$ cat config.mk
export PLATFORM = sky130hd
export DESIGN_NAME = adts_to_flv_audio_tag_repacker
export DESIGN_NICKNAME = d
export VERILOG_FILES = /design/src/hw/rtl/atfr_pkg.sv /design/src/hw/rtl/atfr_front.sv /design/src/hw/rtl/atfr_fifo.sv /design/src/hw/rtl/atfr_back.sv /design/src/hw/rtl/adts_to_flv_audio_tag_repacker.sv
export SDC_FILE = /design/constraint.sdc
export NUM_CORES = 1
export LEC_CHECK = 0
export BUFFER_PORTS_ARGS = -buffer_cell sky130_fd_sc_hd__buf_2
export CORE_MARGIN = 5
export CORE_UTILIZATION = 53
export DETAILED_ROUTE_END_ITERATION = 7
export PLACE_DENSITY_LB_ADDON = 0.3
export SYNTH_ARGS = -nofsm -noshare
export SYNTH_HDL_FRONTEND = slang
export SYNTH_SLANG_ARGS = --single-unit
$ cat constraint.sdc
create_clock -name clk_i -period 6.55 [get_ports clk_i]
set_clock_uncertainty 0.05 [all_clocks]
set_input_delay 0.3275 -clock clk_i [delete_from_list [all_inputs] [get_ports clk_i]]
set_output_delay 0.3275 -clock clk_i [all_outputs]
set_load 0.02 [all_outputs]
$ cat src/hw/rtl/atfr_pkg.sv
// ----------------------------------------------------------------------------
// ADTS to FLV repacker package
// Shared types, codes and constants for the ADTS to FLV audio tag repacker.
// ----------------------------------------------------------------------------
package atfr_pkg;

  localparam int unsigned FRAME_LEN_BITS = 13;
  localparam int unsigned QDEPTH         = 4;
  localparam int unsigned QPTR_W         = $clog2(QDEPTH);
  localparam int unsigned QCNT_W         = QPTR_W + 1;

  localparam logic [3:0] FMT_AAC       = 4'd10;
  localparam logic [7:0] SYNC_BYTE     = 8'hff;
  localparam logic [3:0] SYNC_NIBBLE   = 4'hf;
  localparam logic [3:0] HSIZE_NO_CRC  = 4'd7;
  localparam logic [3:0] HSIZE_CRC     = 4'd9;
  localparam logic [1:0] PROFILE_BAD   = 2'd3;
  localparam logic [3:0] SFI_BAD       = 4'hf;
  localparam logic [3:0] SFI_11025     = 4'd10;
  localparam logic [3:0] SFI_22050     = 4'd7;
  localparam logic [3:0] SFI_44100     = 4'd4;
  localparam logic [7:0] PKT_SEQ_HDR   = 8'h00;
  localparam logic [7:0] PKT_RAW       = 8'h01;

  typedef enum logic [1:0] {
    CFG_FORMAT = 2'd0,
    CFG_RATE   = 2'd1,
    CFG_SIZE   = 2'd2,
    CFG_TYPE   = 2'd3
  } cfg_idx_e;

  typedef enum logic [1:0] {
    RATE_5512  = 2'd0,
    RATE_11025 = 2'd1,
    RATE_22050 = 2'd2,
    RATE_44100 = 2'd3
  } rate_e;

  typedef enum logic [1:0] {
    KIND_SEQ  = 2'd0,
    KIND_RAW  = 2'd1,
    KIND_PASS = 2'd2
  } kind_e;

  typedef enum logic [1:0] {
    ERR_NONE  = 2'd0,
    ERR_TRUNC = 2'd1,
    ERR_SYNC  = 2'd2,
    ERR_CFG   = 2'd3
  } err_e;

  typedef enum logic [2:0] {
    OP_PASS_HDR = 3'd0,
    OP_DATA     = 3'd1,
    OP_DATA_ERR = 3'd2,
    OP_ERR      = 3'd3,
    OP_FRAME    = 3'd4
  } op_e;

  typedef struct packed {
    logic [7:0] data_byte;
    logic       last_in_buffer;
  } in_item_t;

  typedef struct packed {
    logic [7:0] out_byte;
    logic [1:0] tag_kind;
    logic       tag_first;
    logic       tag_last;
    logic [1:0] error_code;
  } out_item_t;

  typedef struct packed {
    logic [3:0] format_code;
    logic [1:0] rate_code;
    logic       sample_size;
    logic       channel_mode;
  } cfg_t;

  typedef struct packed {
    op_e        op;
    logic [7:0] data;
    kind_e      kind;
    logic       last;
    err_e       err;
    logic       seq;
    logic [7:0] asc0;
    logic [7:0] asc1;
  } cmd_t;

endpackage

$ cat src/hw/rtl/atfr_front.sv
// ----------------------------------------------------------------------------
// ADTS parser front end
// Accepts input bytes, tracks the ADTS header and payload, and turns each
// byte into at most one command for the tag builder.
// ----------------------------------------------------------------------------
module atfr_front (
  input  logic              clk_i,
  input  logic              rst_ni,
  input  atfr_pkg::cfg_t    cfg_i,
  input  logic              accept_i,
  input  atfr_pkg::in_item_t in_i,
  output logic              push_o,
  output atfr_pkg::cmd_t    cmd_o
);
  import atfr_pkg::*;

  typedef enum logic [3:0] {
    PH_BUF  = 4'b0001,
    PH_HDR  = 4'b0010,
    PH_PAY  = 4'b0100,
    PH_PASS = 4'b1000
  } phase_e;

  phase_e                    phase_q, phase_d;
  logic   [3:0]              cnt_q, cnt_d;
  logic   [1:0]              prof_q, prof_d;
  logic   [3:0]              sfi_q, sfi_d;
  logic   [2:0]              chan_q, chan_d;
  logic                      crc_q, crc_d;
  logic   [FRAME_LEN_BITS-1:0] flen_q, flen_d;
  logic   [FRAME_LEN_BITS-1:0] left_q, left_d;
  logic                      seq_q, seq_d;
  logic                      drop_q, drop_d;

  logic   [7:0]              b;
  logic                      last;
  logic   [3:0]              cnt_eff;
  logic   [3:0]              cnt_inc;
  logic   [3:0]              hsize;
  logic   [FRAME_LEN_BITS-1:0] pl;
  logic   [FRAME_LEN_BITS-1:0] left_dec;
  logic   [3:0]              sfi_ovr;
  logic                      sync_bad;
  logic                      fail_en;
  err_e                      fail_code;

  assign b        = in_i.data_byte;
  assign last     = in_i.last_in_buffer;
  assign cnt_eff  = (phase_q == PH_BUF) ? 4'd0 : cnt_q;
  assign cnt_inc  = cnt_eff + 4'd1;
  assign hsize    = crc_d ? HSIZE_CRC : HSIZE_NO_CRC;
  assign pl       = flen_d - {{(FRAME_LEN_BITS-4){1'b0}}, hsize};
  assign left_dec = left_q - {{(FRAME_LEN_BITS-1){1'b0}}, 1'b1};
  assign sync_bad = ((cnt_eff == 4'd0) && (b != SYNC_BYTE)) ||
                    ((cnt_eff == 4'd1) && (b[7:4] != SYNC_NIBBLE));

  always_comb begin
    case (cfg_i.rate_code)
      RATE_11025: sfi_ovr = SFI_11025;
      RATE_22050: sfi_ovr = SFI_22050;
      RATE_44100: sfi_ovr = SFI_44100;
      default:    sfi_ovr = sfi_d;
    endcase
  end

  always_comb begin
    prof_d = prof_q;
    sfi_d  = sfi_q;
    chan_d = chan_q;
    crc_d  = crc_q;
    flen_d = flen_q;
    case (cnt_eff)
      4'd1: crc_d = ~b[0];
      4'd2: begin
        prof_d = b[7:6];
        sfi_d  = b[5:2];
        chan_d = {b[0], 2'b00};
      end
      4'd3: begin
        chan_d = {chan_q[2], b[7:6]};
        flen_d = {b[1:0], {(FRAME_LEN_BITS-2){1'b0}}};
      end
      4'd4: flen_d = {flen_q[FRAME_LEN_BITS-1:FRAME_LEN_BITS-2], b, 3'b000};
      4'd5: flen_d = {flen_q[FRAME_LEN_BITS-1:3], b[7:5]};
      default: ;
    endcase
  end

  always_comb begin
    phase_d   = phase_q;
    cnt_d     = cnt_q;
    left_d    = left_q;
    seq_d     = seq_q;
    drop_d    = drop_q;
    push_o    = 1'b0;
    fail_en   = 1'b0;
    fail_code = ERR_NONE;
    cmd_o     = '0;
    cmd_o.data = b;
    cmd_o.last = last;
    cmd_o.asc0 = {3'b000, prof_d + 2'd1, sfi_ovr[3:1]};
    cmd_o.asc1 = {sfi_ovr[0], 1'b0, chan_d, 3'b000};
    if (accept_i) begin
      if (drop_q) begin
        if (last) begin
          drop_d  = 1'b0;
          phase_d = PH_BUF;
          cnt_d   = 4'd0;
        end
      end else if ((phase_q == PH_BUF) && (cfg_i.format_code != FMT_AAC)) begin
        push_o     = 1'b1;
        cmd_o.op   = OP_PASS_HDR;
        cmd_o.kind = KIND_PASS;
        phase_d    = last ? PH_BUF : PH_PASS;
      end else if (phase_q == PH_PASS) begin
        push_o     = 1'b1;
        cmd_o.op   = OP_DATA;
        cmd_o.kind = KIND_PASS;
        if (last) begin
          phase_d = PH_BUF;
        end
      end else if (phase_q == PH_PAY) begin
        push_o     = 1'b1;
        cmd_o.kind = KIND_RAW;
        left_d     = left_dec;
        if (left_dec == '0) begin
          cmd_o.op   = OP_DATA;
          cmd_o.last = 1'b1;
          cnt_d      = 4'd0;
          phase_d    = last ? PH_BUF : PH_HDR;
        end else if (last) begin
          cmd_o.op  = OP_DATA_ERR;
          cmd_o.err = ERR_TRUNC;
          cnt_d     = 4'd0;
          phase_d   = PH_BUF;
        end else begin
          cmd_o.op = OP_DATA;
        end
      end else begin
        phase_d = PH_HDR;
        if (sync_bad) begin
          fail_en   = 1'b1;
          fail_code = ERR_SYNC;
        end else if (cnt_inc < hsize) begin
          cnt_d = cnt_inc;
          if (last) begin
            fail_en   = 1'b1;
            fail_code = ERR_TRUNC;
          end
        end else if (flen_d < {{(FRAME_LEN_BITS-4){1'b0}}, hsize}) begin
          fail_en   = 1'b1;
          fail_code = ERR_TRUNC;
        end else if (last && (pl != '0)) begin
          fail_en   = 1'b1;
          fail_code = ERR_TRUNC;
        end else if (!seq_q && (prof_d == PROFILE_BAD)) begin
          fail_en   = 1'b1;
          fail_code = ERR_CFG;
        end else if (!seq_q && (sfi_ovr == SFI_BAD)) begin
          fail_en   = 1'b1;
          fail_code = ERR_CFG;
        end else begin
          push_o     = 1'b1;
          cmd_o.op   = OP_FRAME;
          cmd_o.kind = KIND_RAW;
          cmd_o.seq  = ~seq_q;
          cmd_o.last = (pl == '0);
          seq_d      = 1'b1;
          cnt_d      = 4'd0;
          if (pl == '0) begin
            phase_d = last ? PH_BUF : PH_HDR;
          end else begin
            left_d  = pl;
            phase_d = PH_PAY;
          end
        end
      end
      if (fail_en) begin
        push_o     = 1'b1;
        cmd_o.op   = OP_ERR;
        cmd_o.kind = KIND_RAW;
        cmd_o.err  = fail_code;
        cnt_d      = 4'd0;
        phase_d    = PH_BUF;
        drop_d     = ~last;
      end
    end
  end

  always_ff @(posedge clk_i or negedge rst_ni) begin
    if (!rst_ni) begin
      phase_q <= PH_BUF;
      cnt_q   <= '0;
      prof_q  <= '0;
      sfi_q   <= '0;
      chan_q  <= '0;
      crc_q   <= 1'b0;
      flen_q  <= '0;
      left_q  <= '0;
      seq_q   <= 1'b0;
      drop_q  <= 1'b0;
    end else if (accept_i) begin
      phase_q <= phase_d;
      cnt_q   <= cnt_d;
      prof_q  <= prof_d;
      sfi_q   <= sfi_d;
      chan_q  <= chan_d;
      crc_q   <= crc_d;
      flen_q  <= flen_d;
      left_q  <= left_d;
      seq_q   <= seq_d;
      drop_q  <= drop_d;
    end
  end

`ifndef SYNTH
  // Once the sequence header has gone out it is never sent again.
  assert property (@(posedge clk_i) disable iff (!rst_ni) seq_q |=> seq_q)
    else $error("sequence header flag cleared");
  // A header count never runs past the longest ADTS header.
  assert property (@(posedge clk_i) disable iff (!rst_ni) cnt_q < HSIZE_CRC)
    else $error("header byte count out of range");
`endif

endmodule

$ cat src/hw/rtl/atfr_fifo.sv
// ----------------------------------------------------------------------------
// Command queue
// Short queue of parsed commands between the parser and the tag builder.
// ----------------------------------------------------------------------------
module atfr_fifo (
  input  logic           clk_i,
  input  logic           rst_ni,
  input  logic           push_i,
  input  atfr_pkg::cmd_t push_data_i,
  output logic           full_o,
  input  logic           pop_i,
  output logic           valid_o,
  output atfr_pkg::cmd_t pop_data_o
);
  import atfr_pkg::*;

  cmd_t              mem_q [QDEPTH];
  logic [QPTR_W-1:0] wptr_q, rptr_q;
  logic [QCNT_W-1:0] count_q, count_d;

  assign full_o     = (count_q == QCNT_W'(QDEPTH));
  assign valid_o    = (count_q != '0);
  assign pop_data_o = mem_q[rptr_q];

  always_comb begin
    count_d = count_q;
    if (push_i && !pop_i) begin
      count_d = count_q + QCNT_W'(1);
    end else if (!push_i && pop_i) begin
      count_d = count_q - QCNT_W'(1);
    end
  end

  always_ff @(posedge clk_i) begin
    if (push_i) begin
      mem_q[wptr_q] <= push_data_i;
    end
  end

  always_ff @(posedge clk_i or negedge rst_ni) begin
    if (!rst_ni) begin
      wptr_q  <= '0;
      rptr_q  <= '0;
      count_q <= '0;
    end else begin
      if (push_i) begin
        wptr_q <= wptr_q + QPTR_W'(1);
      end
      if (pop_i) begin
        rptr_q <= rptr_q + QPTR_W'(1);
      end
      count_q <= count_d;
    end
  end

`ifndef SYNTH
  assert property (@(posedge clk_i) disable iff (!rst_ni) push_i |-> !full_o)
    else $error("push into a full command queue");
  assert property (@(posedge clk_i) disable iff (!rst_ni) pop_i |-> valid_o)
    else $error("pop from an empty command queue");
`endif

endmodule

$ cat src/hw/rtl/atfr_back.sv
// ----------------------------------------------------------------------------
// FLV tag builder
// Expands each queued command into tag body bytes, one per cycle while the
// output is not stalled, into the output register.
// ----------------------------------------------------------------------------
module atfr_back (
  input  logic                clk_i,
  input  logic                rst_ni,
  input  atfr_pkg::cfg_t      cfg_i,
  input  logic                cmd_valid_i,
  input  atfr_pkg::cmd_t      cmd_i,
  output logic                pop_o,
  output logic                out_valid_o,
  input  logic                out_stall_i,
  output atfr_pkg::out_item_t out_o
);
  import atfr_pkg::*;

  logic [2:0] idx_q;
  logic [2:0] eff;
  logic [2:0] end_idx;
  logic       advance;
  logic [7:0] hdr_aac;
  logic [7:0] hdr_pass;
  logic       out_valid_q;
  out_item_t  out_q;
  out_item_t  item;

  assign hdr_aac  = {FMT_AAC, cfg_i.rate_code, cfg_i.sample_size, cfg_i.channel_mode};
  assign hdr_pass = {cfg_i.format_code, cfg_i.rate_code, cfg_i.sample_size,
                     cfg_i.channel_mode};
  assign eff      = idx_q | {(cmd_i.op == OP_FRAME) && !cmd_i.seq, 2'b00};
  assign advance  = cmd_valid_i && (!out_valid_q || !out_stall_i);
  assign pop_o    = advance && (eff == end_idx);

  always_comb begin
    case (cmd_i.op)
      OP_PASS_HDR: end_idx = 3'd1;
      OP_DATA_ERR: end_idx = 3'd1;
      OP_FRAME:    end_idx = 3'd5;
      default:     end_idx = 3'd0;
    endcase
  end

  always_comb begin
    item            = '0;
    item.tag_kind   = cmd_i.kind;
    item.error_code = ERR_NONE;
    case (cmd_i.op)
      OP_PASS_HDR: begin
        if (eff == 3'd0) begin
          item.out_byte  = hdr_pass;
          item.tag_first = 1'b1;
        end else begin
          item.out_byte = cmd_i.data;
          item.tag_last = cmd_i.last;
        end
      end
      OP_DATA: begin
        item.out_byte = cmd_i.data;
        item.tag_last = cmd_i.last;
      end
      OP_DATA_ERR: begin
        if (eff == 3'd0) begin
          item.out_byte = cmd_i.data;
        end else begin
          item.tag_last   = 1'b1;
          item.error_code = cmd_i.err;
        end
      end
      OP_FRAME: begin
        case (eff)
          3'd0: begin
            item.out_byte  = hdr_aac;
            item.tag_kind  = KIND_SEQ;
            item.tag_first = 1'b1;
          end
          3'd1: begin
            item.out_byte = PKT_SEQ_HDR;
            item.tag_kind = KIND_SEQ;
          end
          3'd2: begin
            item.out_byte = cmd_i.asc0;
            item.tag_kind = KIND_SEQ;
          end
          3'd3: begin
            item.out_byte = cmd_i.asc1;
            item.tag_kind = KIND_SEQ;
            item.tag_last = 1'b1;
          end
          3'd4: begin
            item.out_byte  = hdr_aac;
            item.tag_first = 1'b1;
          end
          default: begin
            item.out_byte = PKT_RAW;
            item.tag_last = cmd_i.last;
          end
        endcase
      end
      default: begin
        item.tag_kind   = KIND_RAW;
        item.tag_last   = 1'b1;
        item.error_code = cmd_i.err;
      end
    endcase
  end

  always_ff @(posedge clk_i) begin
    if (advance) begin
      out_q <= item;
    end
  end

  always_ff @(posedge clk_i or negedge rst_ni) begin
    if (!rst_ni) begin
      idx_q       <= '0;
      out_valid_q <= 1'b0;
    end else begin
      if (advance) begin
        out_valid_q <= 1'b1;
        idx_q       <= pop_o ? 3'd0 : idx_q + 3'd1;
      end else if (!out_stall_i) begin
        out_valid_q <= 1'b0;
      end
    end
  end

  assign out_valid_o = out_valid_q;
  assign out_o       = out_q;

`ifndef SYNTH
  assert property (@(posedge clk_i) disable iff (!rst_ni)
    (out_valid_q && (out_q.error_code != ERR_NONE)) |->
      (out_q.tag_last && (out_q.out_byte == 8'h00) && (out_q.tag_kind == KIND_RAW)))
    else $error("error request is not a closing zero byte");
  assert property (@(posedge clk_i) disable iff (!rst_ni)
    cmd_valid_i |-> (eff <= end_idx))
    else $error("item index ran past the end of its command");
`endif

endmodule

$ cat src/hw/rtl/adts_to_flv_audio_tag_repacker.sv
// ----------------------------------------------------------------------------
// ADTS to FLV audio tag repacker
// Parses a byte stream of AAC ADTS frames and emits FLV audio tag bodies,
// or passes bytes through behind one header byte for other formats.
// ----------------------------------------------------------------------------
// Channel   Handshake          Payload
// in        valid / stall      in_data_i  (data_byte, last_in_buffer)
// out       valid / stall      out_data_o (out_byte, tag_kind, tag_first,
//                                          tag_last, error_code)
// cfg       valid / ready      cfg_index_i, cfg_data_i
//
// The parser handles each input byte as it is accepted; the tag builder emits
// one byte per cycle while not stalled, so payload bytes flow at one per cycle.
// A completed header yields up to six output bytes; the four-entry command
// queue absorbs that burst and the input stalls only while the queue is full.
// The output register holds its request while out_stall_i is high.
// Reset is asynchronous and needs no clearing pass; configuration writes are
// always taken.
// ----------------------------------------------------------------------------
module adts_to_flv_audio_tag_repacker (
  input  logic                clk_i,
  input  logic                rst_ni,
  input  logic                in_valid_i,
  output logic                in_stall_o,
  input  atfr_pkg::in_item_t  in_data_i,
  output logic                out_valid_o,
  input  logic                out_stall_i,
  output atfr_pkg::out_item_t out_data_o,
  input  logic                cfg_valid_i,
  output logic                cfg_ready_o,
  input  logic [1:0]          cfg_index_i,
  input  logic [3:0]          cfg_data_i
);
  import atfr_pkg::*;

  cfg_t cfg_q;
  logic accept;
  logic full;
  logic push;
  cmd_t push_cmd;
  logic pop;
  logic cmd_valid;
  cmd_t cmd;

  assign cfg_ready_o = 1'b1;
  assign in_stall_o  = full;
  assign accept      = in_valid_i && !full;

  always_ff @(posedge clk_i or negedge rst_ni) begin
    if (!rst_ni) begin
      cfg_q.format_code  <= FMT_AAC;
      cfg_q.rate_code    <= RATE_44100;
      cfg_q.sample_size  <= 1'b1;
      cfg_q.channel_mode <= 1'b1;
    end else if (cfg_valid_i && cfg_ready_o) begin
      case (cfg_idx_e'(cfg_index_i))
        CFG_FORMAT: cfg_q.format_code  <= cfg_data_i;
        CFG_RATE:   cfg_q.rate_code    <= cfg_data_i[1:0];
        CFG_SIZE:   cfg_q.sample_size  <= cfg_data_i[0];
        CFG_TYPE:   cfg_q.channel_mode <= cfg_data_i[0];
        default: ;
      endcase
    end
  end

  atfr_front u_front (
    .clk_i    (clk_i),
    .rst_ni   (rst_ni),
    .cfg_i    (cfg_q),
    .accept_i (accept),
    .in_i     (in_data_i),
    .push_o   (push),
    .cmd_o    (push_cmd)
  );

  atfr_fifo u_fifo (
    .clk_i       (clk_i),
    .rst_ni      (rst_ni),
    .push_i      (push),
    .push_data_i (push_cmd),
    .full_o      (full),
    .pop_i       (pop),
    .valid_o     (cmd_valid),
    .pop_data_o  (cmd)
  );

  atfr_back u_back (
    .clk_i       (clk_i),
    .rst_ni      (rst_ni),
    .cfg_i       (cfg_q),
    .cmd_valid_i (cmd_valid),
    .cmd_i       (cmd),
    .pop_o       (pop),
    .out_valid_o (out_valid_o),
    .out_stall_i (out_stall_i),
    .out_o       (out_data_o)
  );

endmodule

# After elaboration in Yosys (flattened, before gate mapping)
# Memories as Yosys holds them, arrays and structs flattened.
# Cells that the tools add are included.
# totals
register_bits,79
mem_bits_rw,104
in_bits,20
output_inout_bits,17
elab_cells,280
n_memories,1
# mem_list
name,words,width,rd,rd_clocked_by_memory_dff,wr,line,rtl
u_fifo.mem_q,4,26,1,0,1,atfr_fifo.sv:17,cmd_t mem_q [QDEPTH];
# classes
addsub,9
order_cmp,2
n_eq_ne,43
muxes,144
bitwise_logic,14
n_reduce_logical,43
# ops
operator,n
$mux 4,33
$mux 13,8
$mux 3,23
$pmux 8 s4,2
$mux 1,44
$mux 2,21
$pmux 13 s3,1
$logic_not 13->1,2
$reduce_and 11->1,2
$ne 5x2->1 const B,4
$mux 8,2
$ne 2x1->1 const B,7
$lt 13x4->1,1
$not 1->1,13
$reduce_bool 13->1,1
$sub 13x1->13 const B,1
$sub 13x4->13,1
$eq 4x3->1 const B,3
$logic_and 1x1->1,12
$mux 6,2
$pmux 3 s2,2
$pmux 4 s3,1
$eq 2x2->1 const B,5
$eq 3x2->1 const B,3
other kinds (33),61

# Logic depth before layout (Yosys ltp)
# Gate-level depths: netlist of the first run.
# logic_depth
depth_word,24
depth_mapped,23
mapped_depth_nobuf,19

# Hierarchy
# A second synthesis of the first run with hierarchy kept.
# unflattened
hier_cells,793
hier_area_um2,10537.6
# modules_own_cells
module,instances,cells_per_inst,area_per_inst_um2,seq_area_each_um2
atfr_fifo,1,207,5208.7,4139.0
atfr_front,1,457,3867.5,1152.4
atfr_back,1,106,1107.3,520.5
adts_to_flv_audio_tag_repacker,1,23,354.1,207.7

# Worst setup path before layout of the first run
# OpenSTA, ideal clock, no wires.
# synth_timing
path_type,reg-to-reg
startpoint,register u_front.phase_q[0]
endpoint,"memory u_fifo.mem_q[0][10] (netlist bit), data pin"
setup_time_ns,0.290
arrival_ns,4.888
required_ns,6.210
slack_ns,1.322
stages_incl_launch_ff,22
path_buffers,3
synth_period_minus_slack_ns,5.228
cell_sequence,dfstp_2 -> or4b_4 -> buf_4 -> nand2_1 -> ha_1 -> clkbuf_1 -> nor2_1 -> nor3_1 -> nor2_2 -> a22o_1 -> ha_1 -> nor2b_1 -> o21a_1 -> a311o_1 -> a211o_1 -> nand3b_1 -> a21o_1 -> a211o_1 -> buf_6 -> o21a_1 -> a21o_1 -> a21boi_1
# synth_lines
element,line,rtl
start: declaration,atfr_front.sv:24,"phase_e phase_q, phase_d;"
start signal: assignment,atfr_front.sv:203,phase_q <= phase_d;
end: declaration,atfr_fifo.sv:17,

# Worst setup path after layout of the first run
# layout_timing
startpoint,register u_front.phase_q[0]
endpoint,register u_front.left_q[6]
# layout_between
word_cells_on_any_way,49
classes_between,add/sub: 2; order compare: 2; eq/ne: 17; mux: 15; bitwise: 2; reduce/logical: 11
# layout_lines
element,line,rtl
$eq 4x1->1 *,atfr_front.sv:49,assign cnt_eff = (phase_q == PH_BUF) ? 4'd0 : cnt_q;
$mux 4 *,atfr_front.sv:49,
$eq 4x3->1 or $eq 4x2->1 (tied branches),atfr_front.sv:72,case (cnt_eff)
$pmux 13 s3 *,atfr_front.sv:72,
via u_front.flen_d[2],atfr_front.sv:30,"logic [FRAME_LEN_BITS-1:0] flen_q, flen_d;"
$sub 13x4->13,atfr_front.sv:52,"assign pl = flen_d - {{(FRAME_LEN_BITS-4){1'b0}}, hsize};"
$mux 13,atfr_front.sv:170,if (pl == '0) begin
$mux 13,atfr_front.sv:159,end else if (!seq_q && (sfi_ovr == SFI_BAD)) begin
$mux 13,atfr_front.sv:156,end else if (!seq_q && (prof_d == PROFILE_BAD)) begin
$mux 13,atfr_front.sv:153,end else if (last && (pl != '0)) begin
$mux 13,atfr_front.sv:150,"end else if (flen_d < {{(FRAME_LEN_BITS-4){1'b0}}, hsize}) begin"
$mux 13,atfr_front.sv:144,end else if (cnt_inc < hsize) begin
$mux 13,atfr_front.sv:141,if (sync_bad) begin
$mux 13,atfr_front.sv:122,end else if (phase_q == PH_PAY) begin
end signal: assignment,atfr_front.sv:210,left_q <= left_d;
end: declaration,atfr_front.sv:31,"logic [FRAME_LEN_BITS-1:0] left_q, left_d;"
# The timed path passes the listed nets; every way through them passes the cells marked *. The select of a mux whose other input is x is not followed.
# A chain may end at the register's enable or synchronous reset.

==> reports/results.tsv, run 1 <==
stage	metric	value	unit
power	Pint	0.003178	W
sta	final setup vio count	0	
drt	DR DRC count	0	
drt	initial DRC count	495	
setup_path	Critical Path Slowest Stage Cell	dfstp_2	
final_layout	final net count	847	
power	P_sw	0.002031	W
setup_path	Crit path largest cell delay	0.59	ns
clock_network	CTS root buffer	clkbuf_16	
final_layout	share of cells above drive strength 1	18.27	%
power	Power Density	504.5	nW/um2
drt	Routed Antenna Nets	0	
global_routing	gr usage total	22.57	%
power	Switching Fraction	38.99	%
floorplan	I/O pins	37	
clock_network	CTS max path bufs	2	
clock_network	H-tree depth	4	
synthesis	sequential share of the synthesized area	55.53	%
drt	Vias/cell	6.274	
place	GPL Wtd Cong	0.9198	
setup_path	Worst EP required	6.82	ns
floorplan	die height	142.7	um
final_layout	Final Cell Area	10320	um2
setup_path	arrival time worst endpoint	6.30	ns
place	Area after DPL	9714	um2
floorplan	Die W	142.7	um
setup_path	Setup CP Type	reg2reg	
drt	DR WL/cell	21.00	um
setup_path	Worst Setup Start Kind	flip-flop	
synthesis	Synth area leaders	edfxtp_1 (38%), dfrtp_1 (16%), mux4_2 (6.3%), ha_1 (3.6%), nand2_1 (2.9%)	
setup_path	critical path fanouts, max	12	
global_routing	initial antenna violation count	1	
sta	final hold violations	0	
sta	Worst Hold Margin	0.04259	ns
global_routing	remaining global-route overflow	0	
sta	Tcrit/Tclk final	92.06	%
clock_network	Setup Buffers After CTS	0	
place	# port buffers	35	
synthesis	post-synthesis net count	817	
final_layout	Fillers	1366	
power	clock network power share	20.4	%
clock_network	Worst-Skew Late Latency	0.43	ns
power	Peak VDD IR	0.2204	mV
global_routing	first-pass GRT wire length	35300	um
sta	RSZ-0062 raised after global routing	no	
synthesis	Avg Cell Area, Syn	12.14	um2
clock_network	clk sinks	183	
sta	clock period minus final worst setup slack	6.030	ns
power	Comb pwr share	44.7	%
final_layout	Antenna Cells	0	
clock_network	Post-CTS Hold Buffers	0	
sta	TNS Setup	0	ns
synthesis	Ys Warns	0	
synthesis	Mapped Area	9326	um2
final_layout	register area	5180	um2
sta	Worst-Margin Slew	1.069	ns
final_layout	multi-input logic area	3879	um2
power	Tot Pwr	0.005209	W
clock_network	Inserted Clock Buffers	17	
synthesis	ys async rst share	35.52	%
synthesis	flops & latches, synth	183	
synthesis	Synth cell types	78	
sta	Slew Limit Fails	0	
status	status	finished, final reports clean	
clock_network	Worst-path clk slew	0.07	ns
synthesis	Post-synth EDFFs	118	
power	Flop pwr share	34.9	%
floorplan	initial core utilization	53.92	%
final_layout	area grow syn2layout	10.71	%
drt	vias after detailed routing	6494	
synthesis	top_reg_cell synth	edfxtp_1	
final_layout	Core Util, Final	59.69	%
global_routing	pin count of the biggest net entering global routing	66	
sta	slew margin rel.	28.10	%
clock_network	CTS tree	done	
synthesis	Cells after Synth	768	
drt	Post-Route WL	21730	um
run	max-cap check violation count	0	
drt	1st-pass router iterations	5	
min_path	worst min path class	in2async	
place	hpwl dp	14920	um
sta	Fmax	165.8	MHz
setup_path	Crit. End Element	flip-flop	
power	leak pwr	4.029	nW
floorplan	core area	17300	um2
synthesis	Synth top area share	37.99	%
global_routing	vias in the first global route	6573	
synthesis	cell taking the most area after synthesis	edfxtp_1	
floorplan	Die Footprint	20350	um2
clock_network	PostCTS Resize Cnt	0	
floorplan	FP Rows	48	
setup_path	worst path cell trace	or4b_4 > nand2_1 > ha_1 > nor2_1 > nor3_1 > nor2_2 > a22o_1 > ha_1 > nor2b_1 > o21a_1 > a311o_1 > a211o_1 > nand3b_1 > a21o_1 > a211o_1 > and2_1 > o21ai_2 > mux2_2	
==> worst max-delay path: cells and delay by family (launching register included) <==
kind / cells / cell delay, ns
AND/OR/NAND/NOR: 8 / 2.01
flip-flops: 1 / 0.59
multiplexers: 1 / 0.40
AO/OA/AOI/OAI: 7 / 2.09
adder cells (fa/ha/maj): 2 / 0.77
==> through the flow <==
stage	std cells	setup slack, ns
6_report	1035	0.5203
5_1_grt	1035	0.2066
4_1_cts	1035	0.5881
3_5_place_dp	1004	0.6237
3_3_place_gp	1004	0.7635
2_1_floorplan	768	1.322
==> final timing paths <==
check                                           to                from  depth (start not counted)  slack [ns]
min in group clk_i              u_back.out_valid_o         out_stall_i                          3        0.08
worst max-delay path             u_front.left_q[6]  u_front.phase_q[0]                         18        0.52
worst min-delay path                      cfg_q[6]              rst_ni                          2        0.04
worst min register to register  u_front.flen_q[12]  u_front.flen_q[12]                          2        0.44
max in group asynchronous         u_fifo.rptr_q[0]              rst_ni                          2        5.78
worst max register to register   u_front.left_q[6]  u_front.phase_q[0]                         18        0.52
==> layer usage <==
metal  vias to the layer above  GRT usage, %  part of all wire [%]
met5                         -             0                 0.032
met3                        40         4.990                   6.0
met2                       264         38.48                    51
met1                      3216         27.96                    40
li1                       2972             -                     -
met4                         2         9.355                   3.1
==> cells in the mapped netlist, types with 8 or more instances <==
master,number
edfxtp_1,118
nand2_1,73
dfrtp_1,58
nor2_1,50
o21ai_0,47
a21oi_1,36
ha_1,27
inv_1,27
mux4_2,26
clkbuf_1,23
a31oi_1,18
mux2_2,16
xnor2_1,15
nor3_1,14
a22o_1,13
nor2b_1,12
a22oi_1,11
nand3_1,11
and2_1,10
a21o_1,9
and3_1,9
nor4_1,8
xor2_1,8
==> final cells by class <==
type / instances / share of cell area [%]
tap: 225 / 2.727
timing repair buffer: 48 / 2.642
sequential: 183 / 50.17
multi-input combinational: 521 / 37.57
clock inverter: 12 / 1.624
clock buffer: 19 / 4.290
inverter: 27 / 0.9816
==> power by group through the flow <==
stage               Combinational [W]  Clock [W]  Sequential (W)
floorplan                     0.00170          0         0.00182
global placement              0.00225          0         0.00182
detailed placement            0.00230          0         0.00184
CTS                           0.00233    0.00108         0.00182
global route                  0.00256    0.00114         0.00185
finish                        0.00233    0.00106         0.00182
==> placed cells by master (no fill, tap or decap), types with 12 or more instances in the layout <==
master       n
a21oi_1     35
a22o_1      13
a31oi_1     18
buf_2       35
buf_4       13
clkbuf_16   17
dfrtp_1     57
edfxtp_1   118
ha_1        27
inv_1       27
mux2_2      16
mux4_2      26
nand2_1     73
nor2_1      50
nor2b_1     12
nor3_1      13
o21ai_0     47
xnor2_1     15
==> kinds of logic (layout without fill, tap and decap cells) <==
group                      count (synthesis)  after routing  share of synthesized area (%)
xor gates and xnor gates                  23             23                          2.160
DFF                                      183            183                          55.53
other                                      1              1                        0.04021
adders and majority gates                 29             29                          4.051
AOI/OAI and AO/OA                        191            191                          13.98
muxes                                     49             49                          8.962
buffers and inverters                     64            106                          3.045
and+or+nand+nor                          228            228                          12.23
==> state kept, by name, summed over array words and instances, names as in the netlist, 2 cells and up <==
register / count
u_front.sfi_q: 4
u_fifo.mem_q: 104
u_fifo.count_q: 3
u_front.left_q: 13
u_back.out_o: 14
u_front.cnt_q: 4
cfg_q: 8
u_front.phase_q: 4
u_fifo.wptr_q: 2
u_front.prof_q: 2
u_front.chan_q: 3
u_fifo.rptr_q: 2
u_front.flen_q: 13
u_back.idx_q: 3
(Power assumes the default switching activity.)
==> run 2: changes to the inputs <==
--- a/config.mk
+++ b/config.mk
@@ -7,7 +7,7 @@
 export LEC_CHECK = 0
 export BUFFER_PORTS_ARGS = -buffer_cell sky130_fd_sc_hd__buf_2
 export CORE_MARGIN = 5
-export CORE_UTILIZATION = 53
+export CORE_UTILIZATION = 48
 export DETAILED_ROUTE_END_ITERATION = 7
 export PLACE_DENSITY_LB_ADDON = 0.3
 export SYNTH_ARGS = -nofsm -noshare
==> reports/results.tsv, run 2 (synthesis results as in run 1) <==
stage	metric	value	unit	change
setup_path	Reg2Reg Launch Point	u_front.phase_q[0]		
drt	Vias/cell	5.957		-5.1%
sta	RSZ-0062 raised after global routing	no		
floorplan	die height	149.4	um	+4.7%
final_layout	share of cells above drive strength 1	18.37	%	+0.10 points
final_layout	final net count	847		unchanged
setup_path	Worst EP required	6.82	ns	about the same
clock_network	Worst-Skew Late Latency	0.43	ns	about the same
setup_path	Crit Reg-Reg Endpoint	u_front.left_q[6]		
sta	TNS Setup	0	ns	unchanged
global_routing	first-pass GRT wire length	34800	um	-1.4%
clock_network	Inserted Clock Buffers	17		unchanged
floorplan	core area	19270	um2	+11%
clock_network	Worst-path clk slew	0.07	ns	about the same
run	max-cap check violation count	0		unchanged
floorplan	Die W	149.4	um	+4.7%
power	Peak VDD IR	0.2118	mV	-3.9%
sta	clock period minus final worst setup slack	5.843	ns	-0.1868 ns
sta	slew margin rel.	26.01	%	-2.1 points
sta	Slew Limit Fails	0		unchanged
place	hpwl dp	15200	um	+1.9%
setup_path	critical path launch point	u_front.phase_q[0]		
global_routing	vias in the first global route	6418		-2.4%
final_layout	area grow syn2layout	11.24	%	
global_routing	remaining global-route overflow	0		unchanged
setup_path	arrival time worst endpoint	6.11	ns	-0.19 ns
drt	1st-pass router iterations	7		+2
status	status	finished, final reports clean		
clock_network	CTS max path bufs	2		unchanged
sta	Worst Hold Margin	0.04298	ns	+0.0003961 ns
place	# port buffers	35		unchanged
power	Power Density	499.7	nW/um2	-0.95%
clock_network	Setup Buffers After CTS	0		unchanged
global_routing	gr usage total	20.22	%	-2.4 points
sta	Fmax	171.1	MHz	+3.2%
clock_network	PostCTS Resize Cnt	0		unchanged
clock_network	CTS tree	done		
floorplan	FP Rows	51		+6.3%
floorplan	initial core utilization	48.40	%	-5.5 points
clock_network	Post-CTS Hold Buffers	0		unchanged
drt	DR DRC count	0		unchanged
place	Inst Count DP	1044		+4.0%
min_path	worst min path class	in2async		
sta	final hold violations	0		unchanged
final_layout	final non-filler cell total	1076		+4.0%
sta	Tcrit/Tclk final	89.20	%	-2.9 points
drt	vias after detailed routing	6410		-1.3%
sta	Worst-Margin Slew	1.100	ns	+0.03108 ns
final_layout	Antenna Cells	0		unchanged
drt	DR WL/cell	20.23	um	-3.7%
clock_network	CTS root buffer	clkbuf_16		
global_routing	pin count of the biggest net entering global routing	66		unchanged
drt	Post-Route WL	21770	um	+0.15%
floorplan	I/O pins	37		unchanged
setup_path	Setup CP Type	reg2reg		
place	GPL Wtd Cong	0.8999		-2.2%
setup_path	Reg2Reg Depth	18		unchanged
setup_path	critical path endpoint	u_front.left_q[6]		
clock_network	clk sinks	183		unchanged
power	Tot Pwr	0.005184	W	-0.47%
final_layout	most frequent cells in the layout	edfxtp_1 (118), nand2_1 (73), dfrtp_1 (57), nor2_1 (50), o21ai_0 (47)		
floorplan	Die Footprint	22320	um2	+9.7%
global_routing	initial antenna violation count	1		unchanged
final_layout	Top reg by flops	u_fifo.mem_q		
setup_path	critical path fanouts, max	12		unchanged
final_layout	Fillers	1669		+22%
setup_path	r2r setup slk	0.71	ns	+0.19 ns
drt	initial DRC count	408		-18%
final_layout	commonest non-fill, non-tap cell in the layout	edfxtp_1		
setup_path	Worst Setup Start Kind	flip-flop		
clock_network	H-tree depth	4		unchanged
setup_path	Crit. End Element	flip-flop		
sta	final setup vio count	0		unchanged
drt	Routed Antenna Nets	0		unchanged
final_layout	number of flip-flops in the largest register	104		unchanged
power	leak pwr	4.023	nW	-0.13%
[run 2: per-stage QoR]
stage	cell area (um2)	worst slack, ns	util, %
final	10380	0.7071	53.84
after global routing	10380	0.2885	53.84
after CTS	10380	0.7661	53.84
after detailed placement	9764	0.7821	50.67
after global placement	9764	0.9679	50.67
after floorplan	9326	1.322	-
[run 2: report_power, final]
group | switching [W] | total [W] | internal, W
combinational | 0.00137 | 0.00230 | 0.000932
clock | 0.000479 | 0.00106 | 0.000580
sequential | 0.000202 | 0.00182 | 0.00162
total | 0.00205 | 0.00518 | 0.00313
[run 2: metal layers]
| metal | global-route usage (%) | vias to the layer above | routed length, um |
|---|---|---|---|
| met5 | 0 | - | 13 |
| met4 | 5.995 | 2 | 402 |
| met3 | 4.011 | 32 | 1052 |
| met2 | 35.02 | 207 | 11100 |
| met1 | 25.85 | 3199 | 9199 |
| li1 | - | 2970 | - |
[run 2: how the worst min path moves through the flow]
stage	start	end	slack, ns	cells after the start
3_3_place_gp	u_front.prof_q[1]	u_front.prof_q[1]	0.41	2
2_1_floorplan	rst_ni	cfg_q[4]	-0.02	0
4_1_cts	out_stall_i	u_back.out_valid_o	0.05	3
5_1_grt	cfg_data_i[2]	cfg_q[6]	0.06	2
6_report	rst_ni	cfg_q[4]	0.04	2
3_5_place_dp	u_front.flen_q[11]	u_front.flen_q[11]	0.42	2
[run 2: worst max-delay path, cell delays in order, from the launching register on]
cell and delay (ns):
dfstp_2 0.58, or4b_4 0.57, nand2_1 0.20, ha_1 0.40, nor2_1 0.12, nor3_1 0.40, nor2_2 0.15, a22o_1 0.23
ha_1 0.36, nor2b_1 0.15, o21a_1 0.19, a311o_1 0.34, a211o_1 0.32, nand3b_1 0.17, a21o_1 0.16, a211o_1 0.39
and2_1 0.26, o21ai_2 0.31, mux2_2 0.37
[run 2: final cells by class]
cell class	count	area (um2)	area share, %
Timing Repair Buffer	48	272.8	2.629
Sequential cell	183	5180	49.93
Inverter	27	101.3	0.9768
Multi-Input combinational cell	521	3879	37.39
Clock inverter	14	181.4	1.749
Clock buffer	18	429.2	4.137
Tap cell	265	331.6	3.196
==> run 3: changes to the inputs <==
--- a/config.mk
+++ b/config.mk
@@ -7,7 +7,7 @@
 export LEC_CHECK = 0
 export BUFFER_PORTS_ARGS = -buffer_cell sky130_fd_sc_hd__buf_2
 export CORE_MARGIN = 5
-export CORE_UTILIZATION = 48
+export CORE_UTILIZATION = 38
 export DETAILED_ROUTE_END_ITERATION = 7
 export PLACE_DENSITY_LB_ADDON = 0.3
 export SYNTH_ARGS = -nofsm -noshare
==> reports/results.tsv, run 3 (synthesis results as in run 1) <==
stage	metric	value	unit	change
status	status	finished, final reports clean		
global_routing	initial antenna violation count	0		-1
clock_network	PostCTS Resize Cnt	0		unchanged
drt	vias after detailed routing	6293		-1.8%
sta	final hold violations	0		unchanged
floorplan	initial core utilization	38.46	%	-9.9 points
power	Switching Fraction	39.82	%	+0.28 points
floorplan	Die Footprint	27780	um2	+24%
floorplan	core area	24250	um2	+26%
final_layout	final net count	849		+0.24%
power	Peak VDD IR	0.1790	mV	-15%
power	leak pwr	4.023	nW	about the same
final_layout	commonest non-fill, non-tap cell in the layout	edfxtp_1		
drt	1st-pass router iterations	4		-3
sta	slew margin rel.	28.70	%	+2.7 points
setup_path	Crit path largest cell delay	0.58	ns	about the same
clock_network	Inserted Clock Buffers	17		unchanged
final_layout	most frequent cells in the layout	edfxtp_1 (118), nand2_1 (73), dfrtp_1 (57), nor2_1 (50), o21ai_0 (47)		
power	Pint	0.003077	W	-1.8%
power	Comb pwr share	45.1	%	+0.7 points
global_routing	remaining global-route overflow	0		unchanged
min_path	worst min path class	in2async		
floorplan	Die W	166.7	um	+12%
final_layout	Fillers	2252		+35%
setup_path	arrival time worst endpoint	6.07	ns	-0.04 ns
setup_path	Worst EP required	6.82	ns	about the same
clock_network	Post-CTS Hold Buffers	0		unchanged
clock_network	Worst-Skew Late Latency	0.43	ns	about the same
floorplan	I/O pins	37		unchanged
final_layout	number of flip-flops in the largest register	104		unchanged
global_routing	gr usage total	15.67	%	-4.5 points
clock_network	CTS root buffer	clkbuf_16		
setup_path	Crit. End Element	flip-flop		
sta	Slew Limit Fails	0		unchanged
final_layout	Core Util, Final	43.01	%	-11 points
drt	Post-Route WL	21270	um	-2.3%
sta	Fmax	172.4	MHz	+0.72%
clock_network	clk sinks	183		unchanged
clock_network	H-tree depth	4		unchanged
place	# port buffers	35		unchanged
power	Power Density	490.3	nW/um2	-1.9%
drt	Vias/cell	5.535		-7.1%
setup_path	Setup CP Type	reg2reg		
drt	Routed Antenna Nets	0		unchanged
run	max-cap check violation count	0		unchanged
sta	Worst-Margin Slew	1.060	ns	-0.04005 ns
place	hpwl dp	14890	um	-2.0%
sta	clock period minus final worst setup slack	5.801	ns	-0.04149 ns
global_routing	vias in the first global route	6322		-1.5%
power	P_sw	0.002036	W	-0.67%
final_layout	share of cells above drive strength 1	18.57	%	+0.20 points
drt	DR WL/cell	18.70	um	-7.5%
drt	DR DRC count	0		unchanged
clock_network	Setup Buffers After CTS	0		unchanged
clock_network	CTS tree	done		
clock_network	Worst-path clk slew	0.08	ns	about the same
final_layout	area grow syn2layout	11.82	%	
sta	RSZ-0062 raised after global routing	no		
final_layout	Antenna Cells	0		unchanged
setup_path	Worst Setup Start Kind	flip-flop		
sta	Tcrit/Tclk final	88.57	%	-0.63 points
sta	TNS Setup	0	ns	unchanged
drt	initial DRC count	465		+14%
sta	final setup vio count	0		unchanged
power	clock network power share	19.5	%	-0.9 points
global_routing	pin count of the biggest net entering global routing	66		unchanged
floorplan	FP Rows	57		+12%
global_routing	first-pass GRT wire length	34850	um	+0.14%
final_layout	Top reg by flops	u_fifo.mem_q		
floorplan	die height	166.7	um	+12%
setup_path	critical path fanouts, max	12		unchanged
power	Flop pwr share	35.4	%	+0.2 points
setup_path	worst path cell trace	or4b_4 > nand2_1 > ha_1 > nor2_1 > nor3_1 > nor2_2 > a22o_1 > ha_1 > nor2b_1 > o21a_1 > a311o_1 > a211o_1 > nand3b_1 > a21o_1 > a211o_1 > and2_1 > o21ai_2 > mux2_2		
clock_network	CTS max path bufs	2		unchanged
setup_path	Critical Path Slowest Stage Cell	dfstp_2		
place	GPL Wtd Cong	0.8712		-3.2%
[run 3: layout make-up]
type                            count  area, um2  area share (%)
Sequential cell                   183       5180           49.67
Multi-Input combinational cell    521       3879           37.19
Clock buffer                       19      442.9           4.247
Tap cell                          324      405.4           3.887
Timing Repair Buffer               50      287.8           2.759
Clock inverter                     13      132.6           1.272
Inverter                           27      101.3          0.9718
[run 3: final timing paths]
kind / startpoint / to / slack (ns) / cells past startpoint
worst max-delay path: u_front.phase_q[0] / u_front.left_q[6] / 0.75 / 18
worst min register to register: u_front.crc_q / u_front.crc_q / 0.43 / 2
max in group asynchronous: rst_ni / u_fifo.rptr_q[0] / 5.79 / 2
worst min-delay path: rst_ni / u_fifo.count_q[0] / 0.02 / 2
min in group clk_i: out_stall_i / u_back.out_valid_o / 0.07 / 3
worst max register to register: u_front.phase_q[0] / u_front.left_q[6] / 0.75 / 18
[run 3: metrics by stage]
step | hold slack [ns] | instance area [um2] | std cells | total power [W] | setup WS [ns]
after global placement | 0.4106 | 9853 | 1105 | 0.004125 | 0.8998
final | 0.01552 | 10430 | 1137 | 0.005113 | 0.7486
after global routing | 0.05419 | 10430 | 1137 | 0.005475 | 0.4348
after floorplan | -0.01809 | 9326 | 768 | 0.003516 | 1.322
after CTS | 0.05801 | 10430 | 1137 | 0.005140 | 0.7620
after detailed placement | 0.4213 | 9853 | 1105 | 0.004135 | 0.7964
[run 3: routing by layer]
layer	global-route usage, %	part of all wire [%]	vias up
li1	-	-	2977
met1	21.58	46	3120
met2	24.97	47	163
met3	3.674	4.6	33
met4	4.554	1.9	0
met5	0	0	-
[run 3: power groups by stage]
| stage | Sequential [W] | Combinational [W] | Clock [W] |
|---|---|---|---|
| floorplan | 0.00182 | 0.00170 | 0 |
| global placement | 0.00182 | 0.00230 | 0 |
| detailed placement | 0.00183 | 0.00230 | 0 |
| CTS | 0.00181 | 0.00231 | 0.00102 |
| global route | 0.00185 | 0.00255 | 0.00107 |
| finish | 0.00181 | 0.00230 | 0.000998 |
[run 3: worst max-delay path: cells and delay by family, from the launching register on]
family                   cells  cell delay [ns]
AND/OR/NAND/NOR              8             1.95
AO/OA/AOI/OAI                7             1.94
adder cells (fa/ha/maj)      2             0.75
flip-flops                   1             0.58
multiplexers                 1             0.38
